[src/hdl/scsd_pkg.sv]
`timescale 1ns / 1ps

package scsd_pkg;

   // Width of the stored positions; results carry them sign-extended to 32 bits.
   localparam int POS_WIDTH = 32;
   localparam int OUT_POS_WIDTH = 32;
   localparam int ARG_WIDTH = 32;
   localparam int VALUE_WIDTH = 36;

   typedef enum logic [1:0] {
      OP_DX    = 2'b00,
      OP_DY    = 2'b01,
      OP_PAUSE = 2'b10,
      OP_EXT   = 2'b11
   } op_type;

   typedef enum logic [3:0] {
      SUB_DX     = 4'd0,
      SUB_DY     = 4'd1,
      SUB_PAUSE  = 4'd2,
      SUB_PEN    = 4'd3,
      SUB_CLEAR  = 4'd4,
      SUB_KEY    = 4'd5,
      SUB_COLOUR = 4'd6
   } sub_type;

   typedef enum logic [2:0] {
      KIND_LINE   = 3'd0,
      KIND_PAUSE  = 3'd1,
      KIND_CLEAR  = 3'd2,
      KIND_KEY    = 3'd3,
      KIND_COLOUR = 3'd4
   } kind_type;

   // Extended length code that stands for four argument bytes.
   localparam logic [1:0] LEN_CODE_FOUR = 2'd3;
   localparam logic [2:0] ARG_COUNT_ONE = 3'd1;
   localparam logic [2:0] ARG_COUNT_TWO = 3'd2;
   localparam logic [2:0] ARG_COUNT_FOUR = 3'd4;

   typedef struct packed {
      logic [7:0] command_byte;
      logic       last_of_stream;
   } req_type;

   typedef struct packed {
      kind_type                        cmd_kind;
      logic signed [OUT_POS_WIDTH-1:0] x_from;
      logic signed [OUT_POS_WIDTH-1:0] y_from;
      logic signed [OUT_POS_WIDTH-1:0] x_to;
      logic signed [OUT_POS_WIDTH-1:0] y_to;
      logic signed [VALUE_WIDTH-1:0]   value;
   } rsp_type;

   typedef struct packed {
      logic [POS_WIDTH-1:0] cur_x;
      logic [POS_WIDTH-1:0] cur_y;
      logic [POS_WIDTH-1:0] mem_x;
      logic [POS_WIDTH-1:0] mem_y;
      logic                 pen_down;
      logic [2:0]           bytes_pending;
      logic [2:0]           arg_total_bytes;
      logic [3:0]           pending_subcode;
      logic [ARG_WIDTH-1:0] arg_accum;
   } state_type;

   localparam state_type STATE_RESET = '0;

endpackage

[src/hdl/sketch_command_stream_decoder_top.sv]
`timescale 1ns / 1ps

// Sketch command stream decoder: takes one command byte per cycle while
// req_ready is high and gives out line, pause, clear, wait-for-key and
// colour commands. A byte is held in an input register and decoded from
// there into the result register, which is loaded only while it is empty
// or its result is being taken. The only loop is the update of the position,
// pen and argument registers. While a result waits to be taken
// one more byte is accepted into the input register, after which req_ready
// falls. A byte marked last_of_stream returns the decoder to position zero
// with the pen up; a command cut short by it is dropped.
module sketch_command_stream_decoder_top (
   input  logic              clock,
   input  logic              reset,
   input  logic              req_valid,
   output logic              req_ready,
   input  scsd_pkg::req_type req_data,
   output logic              rsp_valid,
   input  logic              rsp_ready,
   output scsd_pkg::rsp_type rsp_data
);

   logic                in_valid_ff;
   logic                in_valid_in;
   scsd_pkg::req_type   in_data_ff;
   scsd_pkg::state_type state_ff;
   scsd_pkg::state_type state_in;
   scsd_pkg::state_type state_next;
   logic                out_valid_ff;
   logic                out_valid_in;
   scsd_pkg::rsp_type   out_data_ff;
   scsd_pkg::rsp_type   out_data_in;
   scsd_pkg::rsp_type   dec_word;
   logic                dec_ok;
   logic                advance;

   scsd_decode u_decode (
      .req_word   (in_data_ff),
      .state_cur  (state_ff),
      .state_next (state_next),
      .rsp_ok     (dec_ok),
      .rsp_word   (dec_word)
   );

   assign advance = in_valid_ff && (!out_valid_ff || rsp_ready);
   assign req_ready = !in_valid_ff || advance;
   assign rsp_valid = out_valid_ff;
   assign rsp_data = out_data_ff;

   always_comb begin
      in_valid_in = in_valid_ff;
      if (req_ready) begin
         in_valid_in = req_valid;
      end
      state_in = advance ? state_next : state_ff;
      out_data_in = out_data_ff;
      out_valid_in = out_valid_ff;
      if (advance && dec_ok) begin
         out_valid_in = 1'b1;
         out_data_in = dec_word;
      end else if (rsp_ready) begin
         out_valid_in = 1'b0;
      end
   end

   always_ff @(posedge clock) begin
      if (reset) begin
         in_valid_ff <= 1'b0;
         out_valid_ff <= 1'b0;
         state_ff <= scsd_pkg::STATE_RESET;
      end else begin
         in_valid_ff <= in_valid_in;
         out_valid_ff <= out_valid_in;
         state_ff <= state_in;
      end
   end

   always_ff @(posedge clock) begin
      if (req_ready) begin
         in_data_ff <= req_data;
      end
      out_data_ff <= out_data_in;
   end

endmodule

[src/hdl/scsd_decode.sv]
`timescale 1ns / 1ps

module scsd_decode (
   input  scsd_pkg::req_type   req_word,
   input  scsd_pkg::state_type state_cur,
   output scsd_pkg::state_type state_next,
   output logic                rsp_ok,
   output scsd_pkg::rsp_type   rsp_word
);

   logic [7:0]                         b;
   logic [scsd_pkg::ARG_WIDTH-1:0]     acc_new;
   logic [2:0]                         pend_new;
   logic [2:0]                         cnt;
   logic                               exec_go;
   logic [3:0]                         exec_sub;
   logic signed [scsd_pkg::ARG_WIDTH-1:0] exec_arg;
   logic signed [scsd_pkg::VALUE_WIDTH-1:0] arg_wide;
   logic [scsd_pkg::POS_WIDTH-1:0]     arg_pos;
   scsd_pkg::state_type                st;

   assign b = req_word.command_byte;
   assign acc_new = {state_cur.arg_accum[scsd_pkg::ARG_WIDTH-9:0], b};
   assign pend_new = state_cur.bytes_pending - 3'd1;
   assign arg_wide = scsd_pkg::VALUE_WIDTH'(exec_arg);
   assign arg_pos = exec_arg[scsd_pkg::POS_WIDTH-1:0];

   always_comb begin
      st = state_cur;
      exec_go = 1'b0;
      exec_sub = scsd_pkg::SUB_DX;
      exec_arg = '0;
      cnt = (b[5:4] == scsd_pkg::LEN_CODE_FOUR) ? scsd_pkg::ARG_COUNT_FOUR : {1'b0, b[5:4]};

      if (state_cur.bytes_pending != 3'd0) begin
         st.arg_accum = acc_new;
         st.bytes_pending = pend_new;
         if (pend_new == 3'd0) begin
            exec_go = 1'b1;
            exec_sub = state_cur.pending_subcode;
            if (state_cur.arg_total_bytes == scsd_pkg::ARG_COUNT_ONE) begin
               exec_arg = scsd_pkg::ARG_WIDTH'(signed'(acc_new[7:0]));
            end else if (state_cur.arg_total_bytes == scsd_pkg::ARG_COUNT_TWO) begin
               exec_arg = scsd_pkg::ARG_WIDTH'(signed'(acc_new[15:0]));
            end else begin
               exec_arg = signed'(acc_new);
            end
         end
      end else begin
         case (scsd_pkg::op_type'(b[7:6]))
            scsd_pkg::OP_EXT: begin
               st.pending_subcode = b[3:0];
               if (cnt == 3'd0) begin
                  exec_go = 1'b1;
                  exec_sub = b[3:0];
               end else begin
                  st.bytes_pending = cnt;
                  st.arg_total_bytes = cnt;
                  st.arg_accum = '0;
               end
            end
            scsd_pkg::OP_PAUSE: begin
               exec_go = 1'b1;
               exec_sub = scsd_pkg::SUB_PAUSE;
               exec_arg = scsd_pkg::ARG_WIDTH'({2'b00, b[5:0]});
            end
            scsd_pkg::OP_DY: begin
               exec_go = 1'b1;
               exec_sub = scsd_pkg::SUB_DY;
               exec_arg = scsd_pkg::ARG_WIDTH'(signed'(b[5:0]));
            end
            default: begin
               exec_go = 1'b1;
               exec_sub = scsd_pkg::SUB_DX;
               exec_arg = scsd_pkg::ARG_WIDTH'(signed'(b[5:0]));
            end
         endcase
      end

      rsp_ok = 1'b0;
      rsp_word = '0;
      if (exec_go) begin
         case (scsd_pkg::sub_type'(exec_sub))
            scsd_pkg::SUB_DX: begin
               st.cur_x = state_cur.cur_x + arg_pos;
            end
            scsd_pkg::SUB_DY: begin
               st.cur_y = state_cur.cur_y + arg_pos;
               if (state_cur.pen_down) begin
                  rsp_ok = 1'b1;
                  rsp_word.cmd_kind = scsd_pkg::KIND_LINE;
                  rsp_word.x_from = scsd_pkg::OUT_POS_WIDTH'(signed'(state_cur.mem_x));
                  rsp_word.y_from = scsd_pkg::OUT_POS_WIDTH'(signed'(state_cur.mem_y));
                  rsp_word.x_to = scsd_pkg::OUT_POS_WIDTH'(signed'(state_cur.cur_x));
                  rsp_word.y_to = scsd_pkg::OUT_POS_WIDTH'(signed'(st.cur_y));
               end
               st.mem_x = state_cur.cur_x;
               st.mem_y = st.cur_y;
            end
            scsd_pkg::SUB_PAUSE: begin
               rsp_ok = 1'b1;
               rsp_word.cmd_kind = scsd_pkg::KIND_PAUSE;
               // Ten times the argument as a shift-and-add.
               rsp_word.value = (arg_wide <<< 3) + (arg_wide <<< 1);
            end
            scsd_pkg::SUB_PEN: begin
               st.pen_down = ~state_cur.pen_down;
            end
            scsd_pkg::SUB_CLEAR: begin
               rsp_ok = 1'b1;
               rsp_word.cmd_kind = scsd_pkg::KIND_CLEAR;
            end
            scsd_pkg::SUB_KEY: begin
               rsp_ok = 1'b1;
               rsp_word.cmd_kind = scsd_pkg::KIND_KEY;
            end
            scsd_pkg::SUB_COLOUR: begin
               rsp_ok = 1'b1;
               rsp_word.cmd_kind = scsd_pkg::KIND_COLOUR;
               rsp_word.value = arg_wide;
            end
            default: begin
            end
         endcase
      end

      // The final word of a stream returns everything to the start-up state.
      if (req_word.last_of_stream) begin
         state_next = scsd_pkg::STATE_RESET;
      end else begin
         state_next = st;
      end
   end

endmodule
[config.mk]
export PLATFORM = sky130hd
export DESIGN_NAME = sketch_command_stream_decoder_top
export DESIGN_NICKNAME = d
export VERILOG_FILES = /design/src/hdl/scsd_pkg.sv /design/src/hdl/sketch_command_stream_decoder_top.sv /design/src/hdl/scsd_decode.sv
export SDC_FILE = /design/constraint.sdc
export NUM_CORES = 1
export LEC_CHECK = 0
export ABC_AREA = 1
export ABC_CLOCK_PERIOD_IN_PS = 5800
export BUFFER_PORTS_ARGS = -buffer_cell sky130_fd_sc_hd__buf_4
export CORE_MARGIN = 2
export CORE_UTILIZATION = 45
export DETAILED_ROUTE_END_ITERATION = 10
export PLACE_DENSITY = 0.64
export SLEW_MARGIN = 40
export SYNTH_ARGS = -nofsm -noshare
export SYNTH_HDL_FRONTEND = slang
export SYNTH_SLANG_ARGS = --single-unit
[constraint.sdc]
create_clock -name clock -period 5.8 [get_ports clock]
set_input_delay 0.58 -clock clock [delete_from_list [all_inputs] [get_ports clock]]
set_output_delay 0.58 -clock clock [all_outputs]
set_load 0.005 [all_outputs]
### Yosys cells after proc, flatten, opt, wreduce, memory -nomap -nowiden

Cells that the tools add are included.
Widths: inputs -> output; s select.

* add/subtract/negate cells: 4
* multiplexer cells: 32
* eq/ne operators: 15
* bitwise operators: 1
* reduce and logical (&&, ||, !) cells: 25

Operator list (count)
* $mux 32: 7
* $mux 171: 1
* $mux 129: 1
* $mux 96: 1
* $pmux 36 s2: 1
* $add 32x32->32: 2
* $pmux 32 s2: 1
* $mux 42: 1
* $add 35x33->36: 1
* $reduce_and 3->1: 6
* $pmux 3 s5: 1
* $eq 4x3->1 const B: 3
* $mux 4: 3
* $pmux 4 s3: 1
* $reduce_bool 2->1: 6
* $mux 1: 9
* $eq 4x2->1 const B: 2
* $mux 7: 1
* $eq 2x2->1 const B: 3
* $logic_not 3->1: 2
* $mux 3: 2
* $mux 6: 1
* $reduce_bool 3->1: 2
* $eq 4x1->1 const B: 1
* other kinds (14): 18

* bits in registers: 341
* word-level logic and storage cells: 96
* bits of input ports: 13
* output and inout bits: 169

### Logic depth before layout (Yosys ltp)

Gate-level depths: netlist (run 1).

* depth after elaboration: 12
* gate-level depth with buffers: 25
* mapped depth without buffers: 25

### By module

Synthesis (run 1) repeated with hierarchy kept, for this count alone.

* cells, all modules: 3538
* area total of the unflattened synthesis: 23637.7 um^2

By module, submodules not included
* sketch_command_stream_decoder_top: instances 1, sequential area each 8748.4 um^2, area each 13030.0 um^2, cells an instance 1311
* scsd_decode: instances 1, sequential area each 0.0 um^2, area each 10607.7 um^2, cells an instance 2227

### Worst setup path after synthesis (run 1)

Ideal clock, no wire load.

* path kind: flip-flop to flip-flop
* from: register state_ff[39] in the netlist's numbering
* to: register out_data_ff (netlist bit rsp_data[0]) (enable)
* setup time: 520 ps
* data required time: 5280 ps
* buffers on the path: 2
* data arrival time: 4888 ps
* setup slack: 393 ps
* clock period less this slack: 5407 ps
* cell stages (with the launch flop): 16
* cells stage by stage: dfxtp_1 inv_1 ha_1 nand2_2 buf_6 nor2_1 nand2_1 nand2_2 inv_2 nand2_1 nor2_2 nand2_1 buf_2 nand3_1 nand2_1 inv_1

* word-level cells in the longest chain between the ends: 9
* elaborated cells between the ends (all ways): 16
* those cells by class: add/sub (1); eq/ne (5); mux (6); reduce/logical (4)

Ends and longest elaborated chain
* start: declaration: line sketch_command_stream_decoder_top.sv:26 `scsd_pkg::state_type state_ff;`
* start signal: assignment: line sketch_command_stream_decoder_top.sv:70 `state_ff <= scsd_pkg::STATE_RESET;`
* start signal: assignment: line sketch_command_stream_decoder_top.sv:74 `state_ff <= state_in;`
* $sub 3x1->3: line scsd_decode.sv:24 `assign pend_new = state_cur.bytes_pending - 3'd1;`
* $logic_not 3->1: line scsd_decode.sv:38 `if (pend_new == 3'd0) begin`
* $mux 4: line scsd_decode.sv:38
* $mux 4: line scsd_decode.sv:35 `if (state_cur.bytes_pending != 3'd0) begin`
* $eq 4x2->1 / $eq 4x3->1 (equally long branches): line scsd_decode.sv:83 `case (scsd_pkg::sub_type'(exec_sub))`
* $reduce_or 4->1 (no source line)
* $pmux 1 s2: line scsd_decode.sv:83
* $mux 1 (*): line scsd_decode.sv:82 `if (exec_go) begin`
* $logic_and 1x1->1 (*): line sketch_command_stream_decoder_top.sv:58 `if (advance && dec_ok) begin`
* end signal: assignment: line sketch_command_stream_decoder_top.sv:82 `out_data_ff <= out_data_in;`
* end: declaration: line sketch_command_stream_decoder_top.sv:31 `scsd_pkg::rsp_type out_data_ff;`

Mark *: on every way between the ends. The rest lies on a longest branch, timed or not.
A chain may end at the register's enable or synchronous reset.

### Worst setup path after layout (run 1)

* from: register state_ff[39] in the netlist's numbering
* to: register out_data_ff (netlist bit rsp_data[20]) (data pin)

* word-level cells in the longest chain between the ends: 6
* elaborated cells between the ends (all ways): 13
* those cells by class: add/sub (2); eq/ne (2); mux (7); reduce/logical (2)

Ends and longest elaborated chain
* $sub 3x1->3: line scsd_decode.sv:24
* $logic_not 3->1: line scsd_decode.sv:38
* $mux 32 / $mux 4 (equally long branches): line scsd_decode.sv:38
* $mux 32 / $mux 4 (equally long branches): line scsd_decode.sv:35
* $add 35x33->36, or another cell as far along: line scsd_decode.sv:104 `rsp_word.value = (arg_wide <<< 3) + (arg_wide <<< 1);`
* $pmux 36 s2: line scsd_decode.sv:83

Parallel ways exist; a longest one is shown, timed or not.

==> results of run 1 <==
worst max-delay path, delay by kind of cell, from the launching register on:
kind	cells	cell delay (ns)
buffers and inverters	3	0.70
flip-flops	1	0.35
AND/OR/NAND/NOR	8	1.62
AO/OA/AOI/OAI	3	0.82
adder cells (fa/ha/maj)	2	0.68
cell families (layout without fill, tap and decap cells):
logic type	after synthesis	in the layout
simple gates	1246	1246
buf+inv	424	624
compound gates	399	399
flops	309	309
fa+ha+maj	99	99
xor+xnor	36	36
through the flow:
stage | hold slack [ns] | util | power, mW | area, µm²
2_1_floorplan | 0.4390 | - | 3.349 | 18460
3_3_place_gp | 0.4504 | 0.4994 | 3.837 | 20300
3_5_place_dp | 0.4544 | 0.5012 | 3.853 | 20370
4_1_cts | 0.1808 | 0.5321 | 6.281 | 21630
5_1_grt | 0.1834 | 0.5325 | 6.528 | 21640
6_report | 0.2025 | 0.5325 | 6.255 | 21640
state kept, by name, summed over array words and instances (netlist names):
register	cells
in_data_ff	9
rsp_data	167
state_ff	131
in_valid_ff	1
rsp_valid	1
worst max-delay path by stage:
stage / cells past startpoint / endpoint
2_1_floorplan: 15 / rsp_data[0]
3_3_place_gp: 17 / rsp_data[32]
3_5_place_dp: 16 / rsp_data[20]
4_1_cts: 16 / rsp_data[20]
5_1_grt: 16 / rsp_data[20]
6_report: 16 / rsp_data[20]
final cells by class:
cell class	instances	area (µm²)	share of cell area
multi-input cells	1780	8875	0.4100
well taps	532	665.6	0.03075
inverters	357	1348	0.06226
clock inverters	18	260.3	0.01202
repair buffers	203	1549	0.07157
clock buffers	46	998.5	0.04613
flip-flops and latches	309	7948	0.3672
cells in the final DEF, fill, tap and decap left out, types with 8 or more instances in the layout:
| master | count |
|---|---|
| sky130_fd_sc_hd__or2_2 | 14 |
| sky130_fd_sc_hd__nor2_1 | 286 |
| sky130_fd_sc_hd__dfxtp_1 | 133 |
| sky130_fd_sc_hd__nor3_1 | 19 |
| sky130_fd_sc_hd__nand3b_1 | 14 |
| sky130_fd_sc_hd__edfxtp_1 | 176 |
| sky130_fd_sc_hd__nand4_1 | 26 |
| sky130_fd_sc_hd__a21oi_1 | 248 |
| sky130_fd_sc_hd__a21o_1 | 8 |
| sky130_fd_sc_hd__nand3_1 | 111 |
| sky130_fd_sc_hd__o21bai_1 | 13 |
| sky130_fd_sc_hd__xnor2_1 | 18 |
| sky130_fd_sc_hd__o21ai_0 | 80 |
| sky130_fd_sc_hd__xor2_1 | 18 |
| sky130_fd_sc_hd__ha_1 | 96 |
| sky130_fd_sc_hd__buf_4 | 198 |
| sky130_fd_sc_hd__inv_2 | 12 |
| sky130_fd_sc_hd__clkbuf_16 | 36 |
| sky130_fd_sc_hd__o211ai_1 | 9 |
| sky130_fd_sc_hd__nand2_1 | 756 |
| sky130_fd_sc_hd__inv_1 | 343 |
| sky130_fd_sc_hd__o22ai_1 | 9 |
report_power, final:
part	internal (mW)	switching (mW)	leakage (nW)
Clock	1.49	0.928	0.615
Sequential	2.37	0.0438	2.60
Combinational	0.432	0.993	6.12
Total	4.29	1.96	9.34
per-layer routing:
layer,GRT usage,wire [µm]
met5,0,17
met2,0.4614,27300
met1,0.3967,27700
met4,0.09311,1900
met3,0.04257,3981
cell usage after synthesis (2+ instances only):
library cell,instances
sky130_fd_sc_hd__dfxtp_1,133
sky130_fd_sc_hd__nor4_1,3
sky130_fd_sc_hd__nor2_4,2
sky130_fd_sc_hd__a21o_1,8
sky130_fd_sc_hd__inv_1,346
sky130_fd_sc_hd__o211ai_1,9
sky130_fd_sc_hd__o22ai_1,9
sky130_fd_sc_hd__a22o_1,2
sky130_fd_sc_hd__clkbuf_1,29
sky130_fd_sc_hd__xor2_1,18
sky130_fd_sc_hd__o21ai_0,80
sky130_fd_sc_hd__buf_2,23
sky130_fd_sc_hd__o31ai_1,2
sky130_fd_sc_hd__edfxtp_1,176
sky130_fd_sc_hd__buf_1,2
sky130_fd_sc_hd__o21bai_1,13
sky130_fd_sc_hd__buf_4,5
sky130_fd_sc_hd__nand3_1,111
sky130_fd_sc_hd__a211oi_1,10
sky130_fd_sc_hd__nor2_1,287
sky130_fd_sc_hd__xnor2_1,18
sky130_fd_sc_hd__buf_6,8
sky130_fd_sc_hd__a21oi_1,254
sky130_fd_sc_hd__nor2_2,3
sky130_fd_sc_hd__nand3b_1,14
sky130_fd_sc_hd__ha_1,96
sky130_fd_sc_hd__inv_2,11
sky130_fd_sc_hd__o21a_1,6
sky130_fd_sc_hd__fa_1,3
sky130_fd_sc_hd__nand4_1,26
sky130_fd_sc_hd__nor3_1,19
sky130_fd_sc_hd__or2_2,14
sky130_fd_sc_hd__nand2_1,757
sky130_fd_sc_hd__nand2_2,6
==> results.txt, run 1 <==
----------------------------------------------------
[Status]
  Outcome ... completed

[Die]
  Std-Cell Core Area ... 40650 µm²
  Initial cell density of the core ... 0.4541
  Chip Height ... 206.5 µm
  FP Rows ... 74
  Count of boundary I/O pins ... 182
  Total Die Area ... 42650 µm²
  Die Wd ... 206.5 µm

[CTS]
  Htree depth ... 2
  Total of hold buffers inserted after clock tree synthesis ... 0
  Latest clock arrival within the worst-skew pair ... 0.56 ns
  Bufs on Longest Clock Path ... 3
  Clock transition time at the flip-flop clock pins of the worst setup and hold paths ... 0.06 ns
  Root buffer selected by CTS ... sky130_fd_sc_hd__clkbuf_16
  Number of clock sinks seen by CTS ... 309
  TritonCTS clock tree ... yes
  Post-CTS Resized ... 0
  TritonCTS buffer count ... 35
  Post-CTS setup buffers ... 0

[Yosys]
  Mapped Cells ... 2513
  Synthesized-area fraction occupied by adder cells ... 0.06833
  Synthesized area divided by synthesized cell count ... 7.344 µm²
  Cell type contributing the most total cell area after synthesis ... sky130_fd_sc_hd__edfxtp_1
  Post-synthesis sequential area ratio ... 0.4306
  Post-synthesis simple-gate area fraction ... 0.2748
  Area fraction of the dominant cell type after synthesis ... 0.2864
  Post-Synthesis Cell Area ... 18460 µm²
  Share of the synthesized netlist area taken by xor and xnor gates ... 0.01708
  Commonest register cell after synthesis ... sky130_fd_sc_hd__edfxtp_1
  Mux share of post-synthesis cell area ... 0
  Syn nets ... 2625
  Share of synthesized flip-flops with an asynchronous set or reset ... 0
  Total of warnings raised by yosys ... 0
  Area fraction in compound gates after synthesis ... 0.1171
  Count of distinct cell types in the synthesized netlist ... 44
  Largest family of logic cells by synthesized area ... simple AND/OR/NAND/NOR gates
  Flip-flop and latch count after synthesis ... 309
  Number of enable-type register cells in the synthesized netlist ... 176
  Most area-consuming cells after synthesis ... sky130_fd_sc_hd__edfxtp_1 29%, sky130_fd_sc_hd__nand2_1 15%, sky130_fd_sc_hd__dfxtp_1 14%, sky130_fd_sc_hd__inv_1 7.0%, sky130_fd_sc_hd__a21oi_1 6.9%

[Critical path]
  Critical path origin ... state_ff[39]
  Crit Reg-Reg Endpoint ... rsp_data[20]
  CP max stage cell ... sky130_fd_sc_hd__ha_1
  Maximum fanout encountered on the critical timing path ... 21
  Crit path arrival time ... 4.74 ns
  Highest cell delay on the worst timing path ... 0.47 ns
  Beginning of the worst register-to-register path ... state_ff[39]
  Category of the worst setup path capture point ... flop
  Crit Path Category ... reg -> reg
  Length in cells of the worst reg-to-reg path ... 16
  List of cells traversed by the critical path ... inv_1 -> ha_1 -> nand2_2 -> nand2_1 -> nor2_2 -> inv_1 -> o211ai_1 -> inv_1 -> ha_1 -> a21oi_1 -> a21boi_0 -> nand3_1 -> nand2_1 -> nand3b_1 -> nand3_1 -> nand2_1
  Worst endpoint required time ... 6.09 ns
  Setup crit start kind ... flop
  Reg2Reg Setup Slack ... 1.34 ns

[Cells and area]
  Post-layout nets ... 2798
  Area added between synthesis and finish ... 17.27%
  Final non-filler cell total ... 3245
  Share of final-layout standard cells stronger than drive strength 1 ... 0.1161
  Diodes inserted ... 0
  Fillers ... 3973

[STA]
  Share of the clock period used by the worst path ... 0.7681
  Max frequency ... 224.5 MHz
  Finish-stage setup viols ... 0
  Post-layout min period ... 4.455 ns
  Setup skew after layout ... 0.02151 ns
  RSZ-0062 raised after global routing ... false
  Summed negative setup slack over all endpoints ... 0 ns
  Minimum setup slack in the final design ... 1.345 ns
  Endpoints failing hold ... 0
  Headroom to the max-slew limit ... 0.4248
  Slew of the pin with the lowest slew margin ... 0.8613 ns
  Max-slew violation count ... 0

[GRT]
  GRT Total Usage ... 0.2870
  Largest net degree at the start of global routing ... 90
  Antenna violations before repair ... 2
  Remaining Overflow, GRT ... 0
  Number of global-route vias before repair ... 16230
  First-pass GRT wire length ... 92.89 mm

[Worst hold path]
  Hold Path Stages ... 1
  Worst hold path startpoint ... req_data[3]
  Hold Path Class ... in -> reg
  Worst Hold End ... in_data_ff[3]

[Routing]
  Total via count in the routed design ... 17150
  Average detailed-routed wire length per instance ... 18.77 µm
  Pre-Repair DR Iteration Count ... 5
  Total detailed-routing wirelength ... 60.91 mm
  Ratio of routed vias to standard cells ... 5.286
  DRC viols ... 0
  Antenna viol nets, final ... 0
  First DRT Iteration DRCs ... 1520

[Placement]
  Sum of net half-perimeters after detailed placement ... 45.77 mm
  Placed cell count ... 3180
  Port Buffers ... 181
  Final RePlAce weighted congestion ... 0.9660
  DP Worst Slack ... 1.465 ns

[Job]
  Max-capacitance violation count ... 0

[Pwr]
  Power density relative to cell area ... 289.0 nW/µm²
  Static Leakage ... 9.338 nW
  Max rail drop VDD ... 0.2601 mV

----------------------------------------------------
No activity file was read; power rests on OpenSTA's default activity.
==> run 2: changes to the inputs <==
- ABC_AREA: 1 -> 0
- ABC_CLOCK_PERIOD_IN_PS: 5800 -> 4600
- PLACE_DENSITY: 0.64 -> 0.62
- clock period: 5.8 -> 4.6 ns (I/O delays scaled with it)
==> results.txt, run 2 <==
----------------------------------------------------
[Cells and area]
  Leading cell types in the layout, fill and taps excluded ... 246 x sky130_fd_sc_hd__buf_4, 198 x sky130_fd_sc_hd__nor2_1, 176 x sky130_fd_sc_hd__edfxtp_1 (was 756 x sky130_fd_sc_hd__nand2_1, 343 x sky130_fd_sc_hd__inv_1, 286 x sky130_fd_sc_hd__nor2_1)
  Share of final-layout standard cells stronger than drive strength 1 ... 0.1847 (was 0.1161)
  Most common library cell in the layout ignoring fill and taps ... sky130_fd_sc_hd__buf_4 (was sky130_fd_sc_hd__nand2_1)
  Fillers ... 3273 (was 3973)
  Layout Cell Area excl Fill ... 20230 µm² (was 21640 µm²)
  Number of flip-flops in the largest register ... 167 (unchanged)
  Utilization after layout ... 0.5526 (was 0.5325)
  Post-layout nets ... 2056 (was 2798)
  Area added between synthesis and finish ... 21.01% (was 17.27%)
  Diodes inserted ... 0 (unchanged)

[CTS]
  TritonCTS clock tree ... yes (unchanged)
  Post-CTS setup buffers ... 0 (unchanged)
  Number of clock sinks seen by CTS ... 309 (unchanged)
  Total of hold buffers inserted after clock tree synthesis ... 0 (unchanged)
  Latest clock arrival within the worst-skew pair ... 0.55 ns (was 0.56 ns)
  Post-CTS Resized ... 0 (unchanged)
  Root buffer selected by CTS ... sky130_fd_sc_hd__clkbuf_16 (unchanged)
  Htree depth ... 2 (unchanged)
  TritonCTS buffer count ... 35 (unchanged)
  Bufs on Longest Clock Path ... 3 (unchanged)
  Clock transition time at the flip-flop clock pins of the worst setup and hold paths ... 0.06 ns (about the same)

[STA]
  Post-layout min period ... 4.353 ns (was 4.455 ns)
  Final Hold Slack ... 0.09746 ns (was 0.2025 ns)
  Max-slew violation count ... 0 (unchanged)
  Endpoints failing hold ... 0 (unchanged)
  Finish-stage setup viols ... 0 (unchanged)
  Headroom to the max-slew limit ... 0.3884 (was 0.4248)
  Slew of the pin with the lowest slew margin ... 0.9140 ns (was 0.8613 ns)
  Share of the clock period used by the worst path ... 0.9464 (was 0.7681)
  Max frequency ... 229.7 MHz (was 224.5 MHz)
  Setup skew after layout ... 0.01948 ns (was 0.02151 ns)

[Status]
  Outcome ... completed (unchanged)

[Die]
  Chip Height ... 196.8 µm (was 206.5 µm)
  Initial cell density of the core ... 0.4567 (was 0.4541)
  Std-Cell Core Area ... 36610 µm² (was 40650 µm²)
  Count of boundary I/O pins ... 182 (unchanged)
  Die Wd ... 196.8 µm (was 206.5 µm)
  Total Die Area ... 38710 µm² (was 42650 µm²)
  FP Rows ... 70 (was 74)

[Yosys]
  Cell type contributing the most total cell area after synthesis ... sky130_fd_sc_hd__edfxtp_1 (unchanged)
  Count of distinct cell types in the synthesized netlist ... 82 (was 44)
  Most common cell in the netlist ... sky130_fd_sc_hd__nor2_1 (was sky130_fd_sc_hd__nand2_1)
  Most used standard cells in the synthesized netlist ... 206 x sky130_fd_sc_hd__nor2_1, 176 x sky130_fd_sc_hd__edfxtp_1, 151 x sky130_fd_sc_hd__nand2_1 (was 757 x sky130_fd_sc_hd__nand2_1, 346 x sky130_fd_sc_hd__inv_1, 287 x sky130_fd_sc_hd__nor2_1)
  Flip-flop and latch count after synthesis ... 309 (unchanged)
  Total of warnings raised by yosys ... 0 (unchanged)
  Syn nets ... 1853 (was 2625)
  Mapped Cells ... 1741 (was 2513)
  Synthesized area divided by synthesized cell count ... 9.603 µm² (was 7.344 µm²)
  Share of synthesized flip-flops with an asynchronous set or reset ... 0 (unchanged)
  Area fraction of the dominant cell type after synthesis ... 0.3161 (was 0.2864)
  Number of enable-type register cells in the synthesized netlist ... 176 (unchanged)
  Post-Synthesis Cell Area ... 16720 µm² (was 18460 µm²)
  Commonest register cell after synthesis ... sky130_fd_sc_hd__edfxtp_1 (unchanged)
  Post-synthesis sequential area ratio ... 0.4754 (was 0.4306)
  Most area-consuming cells after synthesis ... sky130_fd_sc_hd__edfxtp_1 32%, sky130_fd_sc_hd__dfxtp_1 16%, sky130_fd_sc_hd__ha_1 7.2%, sky130_fd_sc_hd__nor2_1 4.6%, sky130_fd_sc_hd__a21oi_1 4.1% (was sky130_fd_sc_hd__edfxtp_1 29%, sky130_fd_sc_hd__nand2_1 15%, sky130_fd_sc_hd__dfxtp_1 14%, sky130_fd_sc_hd__inv_1 7.0%, sky130_fd_sc_hd__a21oi_1 6.9%)

[Pwr]
  Post-route total power ... 7.296 mW (was 6.255 mW)
  Max rail drop VDD ... 0.2661 mV (was 0.2601 mV)
  Static Leakage ... 8.256 nW (was 9.338 nW)
  Power density relative to cell area ... 360.6 nW/µm² (was 289.0 nW/µm²)

[Critical path]
  Delay-heaviest family, CP ... compound AO/OA/AOI/OAI gates (was simple AND/OR/NAND/NOR gates)
  CP max stage cell ... sky130_fd_sc_hd__nor2_1 (was sky130_fd_sc_hd__ha_1)
  Worst endpoint required time ... 5.07 ns (was 6.09 ns)
  Crit path arrival time ... 4.82 ns (was 4.74 ns)
  Critical Path Stages ... 16 (unchanged)
  Highest cell delay on the worst timing path ... 0.70 ns (was 0.47 ns)
  Length in cells of the worst reg-to-reg path ... 16 (unchanged)
  Combined buffer and inverter count along the critical path ... 1 (was 3)
  Category of the worst setup path capture point ... flop (unchanged)
  Crit Path Category ... reg -> reg (unchanged)
  List of cells traversed by the critical path ... inv_2 -> ha_2 -> and2_4 -> o21a_1 -> a21oi_1 -> nor2_1 -> ha_1 -> a21oi_1 -> nor2_1 -> nor4_1 -> nand2_1 -> a311oi_2 -> o31ai_2 -> a2111oi_4 -> a2111oi_1 -> a211oi_2 (was inv_1 -> ha_1 -> nand2_2 -> nand2_1 -> nor2_2 -> inv_1 -> o211ai_1 -> inv_1 -> ha_1 -> a21oi_1 -> a21boi_0 -> nand3_1 -> nand2_1 -> nand3b_1 -> nand3_1 -> nand2_1)
  Setup crit start kind ... flop (unchanged)
  Maximum fanout encountered on the critical timing path ... 8 (was 21)

[GRT]
  Largest net degree at the start of global routing ... 63 (was 90)
  Antenna violations before repair ... 0 (was 2)
  First-pass GRT wire length ... 77.85 mm (was 92.89 mm)
  GRT Total Usage ... 0.2602 (was 0.2870)
  Remaining Overflow, GRT ... 0 (unchanged)
  Number of global-route vias before repair ... 13590 (was 16230)

[Placement]
  Sum of net half-perimeters after detailed placement ... 36.61 mm (was 45.77 mm)
  Cell area after placement ... 18990 µm² (was 20370 µm²)
  Final RePlAce weighted congestion ... 0.9381 (was 0.9660)
  Port Buffers ... 181 (unchanged)

[Routing]
  Pre-Repair DR Iteration Count ... 5 (unchanged)
  Antenna viol nets, final ... 0 (unchanged)
  Average detailed-routed wire length per instance ... 20.83 µm (was 18.77 µm)
  First DRT Iteration DRCs ... 1092 (was 1520)
  Total via count in the routed design ... 14140 (was 17150)
  DRC viols ... 0 (unchanged)
  Ratio of routed vias to standard cells ... 5.797 (was 5.286)
  Total detailed-routing wirelength ... 50.80 mm (was 60.91 mm)

[Worst hold path]
  Hold Path Class ... in -> reg (unchanged)
  Hold Path Stages ... 1 (unchanged)

[Job]
  Max-capacitance violation count ... 0 (unchanged)

----------------------------------------------------
-- run 2: cell count changes after synthesis, sizes merged, moves of 16 or more --
cell,change
a22oi,+60
clkbuf,+28
and3,+106
nand4,-18
inv,-309
nor2,-86
nand3,-66
a21oi,-117
nand2b,+16
nand2,-611
xnor2,+24
o21ai,+31
a21o,+35
and2,+19
-- run 2: worst paths after layout --
kind                            slack (ns)       endpoint          from
worst max-delay path                  0.25  state_ff[170]  state_ff[39]
worst min-delay path                   0.1  in_data_ff[7]   req_data[7]
worst max register to register        0.25  state_ff[170]  state_ff[39]
worst min register to register        0.45   state_ff[23]  state_ff[23]
-- run 2: power by group --
part	leakage [nW]	internal, mW	switching (mW)	total (mW)
Sequential	2.55	2.97	0.0470	3.02
Clock	0.552	1.64	1.14	2.78
Combinational	5.15	0.566	0.928	1.49
Total	8.26	5.18	2.12	7.30
-- run 2: worst reg2reg max path, cell delays in order, from the launching register on --
cell                        delay (ns)
sky130_fd_sc_hd__dfxtp_2          0.34
sky130_fd_sc_hd__inv_2            0.08
sky130_fd_sc_hd__ha_2             0.28
sky130_fd_sc_hd__and2_4           0.19
sky130_fd_sc_hd__o21a_1           0.18
sky130_fd_sc_hd__a21oi_1          0.08
sky130_fd_sc_hd__nor2_1           0.70
sky130_fd_sc_hd__ha_1             0.45
sky130_fd_sc_hd__a21oi_1          0.30
sky130_fd_sc_hd__nor2_1           0.07
sky130_fd_sc_hd__nor4_1           0.23
sky130_fd_sc_hd__nand2_1          0.15
sky130_fd_sc_hd__a311oi_2         0.35
sky130_fd_sc_hd__o31ai_2          0.16
sky130_fd_sc_hd__a2111oi_4        0.40
sky130_fd_sc_hd__a2111oi_1        0.12
sky130_fd_sc_hd__a211oi_2         0.20
-- run 2: metal layers --
metal	part of all wire	vias up	track usage
li1	-	6827	-
met1	0.46	6808	0.3599
met2	0.46	429	0.4269
met3	0.056	74	0.03405
met4	0.023	0	0.07853
met5	0	-	0
-- run 2: layout make-up --
| cell class | instances | area (µm²) | area share |
|---|---|---|---|
| inverter | 49 | 183.9 | 0.009091 |
| clock inverter | 15 | 151.4 | 0.007483 |
| timing repair buffer | 252 | 1967 | 0.09722 |
| tap | 468 | 585.6 | 0.02894 |
| clock buffer | 49 | 999.7 | 0.04941 |
| multi-input combinational | 1297 | 8394 | 0.4149 |
| sequential | 309 | 7950 | 0.3929 |
-- run 2: kinds of logic after synthesis --
group	synth area share
AND/OR/NAND/NOR	0.1793
AO/OA/AOI/OAI	0.1971
flip-flops	0.4754
buffers and inverters	0.03375
adder cells (fa/ha/maj)	0.07544
XOR/XNOR	0.03719
multiplexers	0.001796
-- run 2: metrics by stage --
stage           TNS, ns  setup WS [ns]  instances
2_1_floorplan    -71.61        -0.4276       1741
3_3_place_gp          0         0.1091       2375
3_5_place_dp          0        0.07132       2375
4_1_cts               0        0.05725       2439
5_1_grt        -0.01566       -0.01322       2439
6_report              0         0.2466       2439
==> run 3: changes to the inputs <==
- PLACE_DENSITY: 0.62 -> default
==> results.txt, run 3 (same netlist as run 2, synthesis figures left out) <==
----------------------------------------------------
[GRT]
  Remaining Overflow, GRT ... 0 (unchanged)
  Largest net degree at the start of global routing ... 101 (was 63)
  Number of global-route vias before repair ... 13460 (was 13590)
  Antenna violations before repair ... 1 (was 0)
  GRT Total Usage ... 0.2549 (was 0.2602)
  First-pass GRT wire length ... 76.59 mm (was 77.85 mm)

[Pwr]
  Part of the total power dissipated in the clock network ... 0.381 (was 0.382)
  Sequential fraction of design power ... 0.414 (about the same)
  Static Leakage ... 8.236 nW (was 8.256 nW)
  Switching share of power ... 0.2886 (was 0.2901)
  Power density relative to cell area ... 362.4 nW/µm² (was 360.6 nW/µm²)
  Post-route total power ... 7.288 mW (was 7.296 mW)
  Combinational Power Share ... 0.205 (about the same)
  Max rail drop VDD ... 0.2552 mV (was 0.2661 mV)
  Sw power ... 2.103 mW (was 2.117 mW)
  Internal power summed over all cells ... 5.184 mW (was 5.179 mW)

[Critical path]
  Combined buffer and inverter count along the critical path ... 3 (was 1)
  Highest cell delay on the worst timing path ... 0.33 ns (was 0.70 ns)
  Worst endpoint required time ... 4.87 ns (was 5.07 ns)
  Crit path arrival time ... 4.62 ns (was 4.82 ns)
  Delay-heaviest family, CP ... compound AO/OA/AOI/OAI gates (unchanged)
  Reg2Reg Setup Slack ... 0.25 ns (about the same)
  Category of the worst setup path capture point ... flop (unchanged)
  List of cells traversed by the critical path ... inv_2 -> ha_2 -> and2_4 -> o21a_1 -> nand2_1 -> nand2_1 -> nand2_1 -> buf_4 -> a21oi_1 -> buf_4 -> ha_1 -> a21o_1 -> a21o_1 -> a21oi_1 -> o211ai_1 -> a31oi_2 -> a21oi_1 -> a31oi_1 -> xor2_1 -> nor2_1 (was inv_2 -> ha_2 -> and2_4 -> o21a_1 -> a21oi_1 -> nor2_1 -> ha_1 -> a21oi_1 -> nor2_1 -> nor4_1 -> nand2_1 -> a311oi_2 -> o31ai_2 -> a2111oi_4 -> a2111oi_1 -> a211oi_2)
  CP max stage cell ... sky130_fd_sc_hd__dfxtp_2 (was sky130_fd_sc_hd__nor2_1)
  Setup crit start kind ... flop (unchanged)
  Crit Path Category ... reg -> reg (unchanged)
  Maximum fanout encountered on the critical timing path ... 12 (was 8)

[Cells and area]
  Final non-filler cell total ... 2439 (unchanged)
  Area added between synthesis and finish ... 20.30% (was 21.01%)
  Layout Cell Area excl Fill ... 20110 µm² (was 20230 µm²)
  Diodes inserted ... 0 (unchanged)
  Post-layout nets ... 2057 (was 2056)
  Number of flip-flops in the largest register ... 167 (unchanged)
  Fillers ... 3292 (was 3273)
  Leading cell types in the layout, fill and taps excluded ... 250 x sky130_fd_sc_hd__buf_4, 203 x sky130_fd_sc_hd__nor2_1, 176 x sky130_fd_sc_hd__edfxtp_1 (was 246 x sky130_fd_sc_hd__buf_4, 198 x sky130_fd_sc_hd__nor2_1, 176 x sky130_fd_sc_hd__edfxtp_1)
  Most common library cell in the layout ignoring fill and taps ... sky130_fd_sc_hd__buf_4 (unchanged)
  Share of final-layout standard cells stronger than drive strength 1 ... 0.1771 (was 0.1847)

[CTS]
  Root buffer selected by CTS ... sky130_fd_sc_hd__clkbuf_16 (unchanged)
  Total of hold buffers inserted after clock tree synthesis ... 0 (unchanged)
  Post-CTS Resized ... 0 (unchanged)
  TritonCTS buffer count ... 35 (unchanged)
  Number of clock sinks seen by CTS ... 309 (unchanged)
  Bufs on Longest Clock Path ... 3 (unchanged)
  TritonCTS clock tree ... yes (unchanged)
  Latest clock arrival within the worst-skew pair ... 0.55 ns (about the same)
  Clock transition time at the flip-flop clock pins of the worst setup and hold paths ... 0.06 ns (about the same)
  Post-CTS setup buffers ... 0 (unchanged)
  Htree depth ... 2 (unchanged)

[Die]
  Chip Height ... 196.8 µm (unchanged)
  Std-Cell Core Area ... 36610 µm² (unchanged)
  Total Die Area ... 38710 µm² (unchanged)
  FP Rows ... 70 (unchanged)
  Initial cell density of the core ... 0.4567 (unchanged)
  Count of boundary I/O pins ... 182 (unchanged)
  Die Wd ... 196.8 µm (unchanged)

[STA]
  Endpoints failing hold ... 0 (unchanged)
  Post-layout min period ... 4.352 ns (was 4.353 ns)
  Setup skew after layout ... 0.01986 ns (was 0.01948 ns)
  Minimum setup slack in the final design ... 0.2480 ns (was 0.2466 ns)
  Slew of the pin with the lowest slew margin ... 0.8195 ns (was 0.9140 ns)
  Headroom to the max-slew limit ... 0.4537 (was 0.3884)
  Summed negative setup slack over all endpoints ... 0 ns (unchanged)
  Finish-stage setup viols ... 0 (unchanged)
  Share of the clock period used by the worst path ... 0.9461 (was 0.9464)
  Max-slew violation count ... 0 (unchanged)
  RSZ-0062 raised after global routing ... false
  Max frequency ... 229.8 MHz (was 229.7 MHz)

[Placement]
  Port Buffers ... 181 (unchanged)
  Cell area after placement ... 18950 µm² (was 18990 µm²)
  DP Worst Slack ... 0.2421 ns (was 0.07132 ns)
  Placed cell count ... 2376 (was 2375)
  Sum of net half-perimeters after detailed placement ... 35.62 mm (was 36.61 mm)
  Final RePlAce weighted congestion ... 0.9098 (was 0.9381)

[Routing]
  DRC viols ... 0 (unchanged)
  First DRT Iteration DRCs ... 1105 (was 1092)
  Total detailed-routing wirelength ... 50.04 mm (was 50.80 mm)
  Total via count in the routed design ... 14140 (about the same)
  Ratio of routed vias to standard cells ... 5.798 (was 5.797)
  Average detailed-routed wire length per instance ... 20.52 µm (was 20.83 µm)
  Antenna viol nets, final ... 0 (unchanged)
  Pre-Repair DR Iteration Count ... 6 (was 5)

[Status]
  Outcome ... completed (unchanged)

[Job]
  Max-capacitance violation count ... 0 (unchanged)

[Worst hold path]
  Hold Path Class ... in -> reg (unchanged)

----------------------------------------------------
==> run 3: cell types whose count changed in the layout (fill, tap and decap cells not counted), moves of 2 or more <==
cell,previous run,this run
sky130_fd_sc_hd__clkbuf_8,5,0
sky130_fd_sc_hd__a21boi_1,3,5
sky130_fd_sc_hd__a21oi_2,6,2
sky130_fd_sc_hd__buf_4,246,250
sky130_fd_sc_hd__buf_12,6,2
sky130_fd_sc_hd__a21oi_1,131,135
sky130_fd_sc_hd__nor2_4,5,1
sky130_fd_sc_hd__clkinvlp_4,4,2
sky130_fd_sc_hd__clkinv_4,1,3
sky130_fd_sc_hd__clkinv_1,2,4
sky130_fd_sc_hd__clkinv_2,4,8
sky130_fd_sc_hd__nor2_1,198,203
==> run 3: per-stage QoR <==
stage	utilization	hold WS, ns
after floorplan	-	0.4323
after global placement	0.5171	0.4417
final	0.5494	0.09067
after CTS	0.5485	0.06235
after detailed placement	0.5175	0.4463
after global routing	0.5494	0.07160
==> run 3: area by class of cell <==
class / count / area [µm²] / area share
clock buffers: 44 / 952.2 / 0.04734
well taps: 468 / 585.6 / 0.02912
clock inverters: 19 / 181.4 / 0.009021
inverters: 49 / 185.2 / 0.009207
repair buffers: 253 / 1928 / 0.09587
flip-flops and latches: 309 / 7950 / 0.3953
multi-input cells: 1297 / 8329 / 0.4141
==> run 3: metal layers <==
metal	share of wire	global-route usage	vias up
met5	0.00022	0	-
met4	0.027	0.08716	2
met3	0.058	0.03679	90
met2	0.45	0.4027	484
met1	0.46	0.3593	6744
li1	-	-	6821
==> run 3: power by group through the flow <==
stage	sequential, mW	clock [mW]	combinational (mW)
floorplan	3.06	0	0.954
global placement	3.07	0	1.46
detailed placement	3.08	0	1.46
CTS	3.02	2.84	1.47
global route	3.02	2.94	1.62
finish	3.02	2.78	1.50
==> run 3: worst paths after layout <==
kind	from	to	cells past startpoint
max	state_ff[39]	rsp_data[65]	20
min	req_data[4]	in_data_ff[4]	1
max reg2reg	state_ff[39]	rsp_data[65]	20
min reg2reg	state_ff[20]	state_ff[20]	2
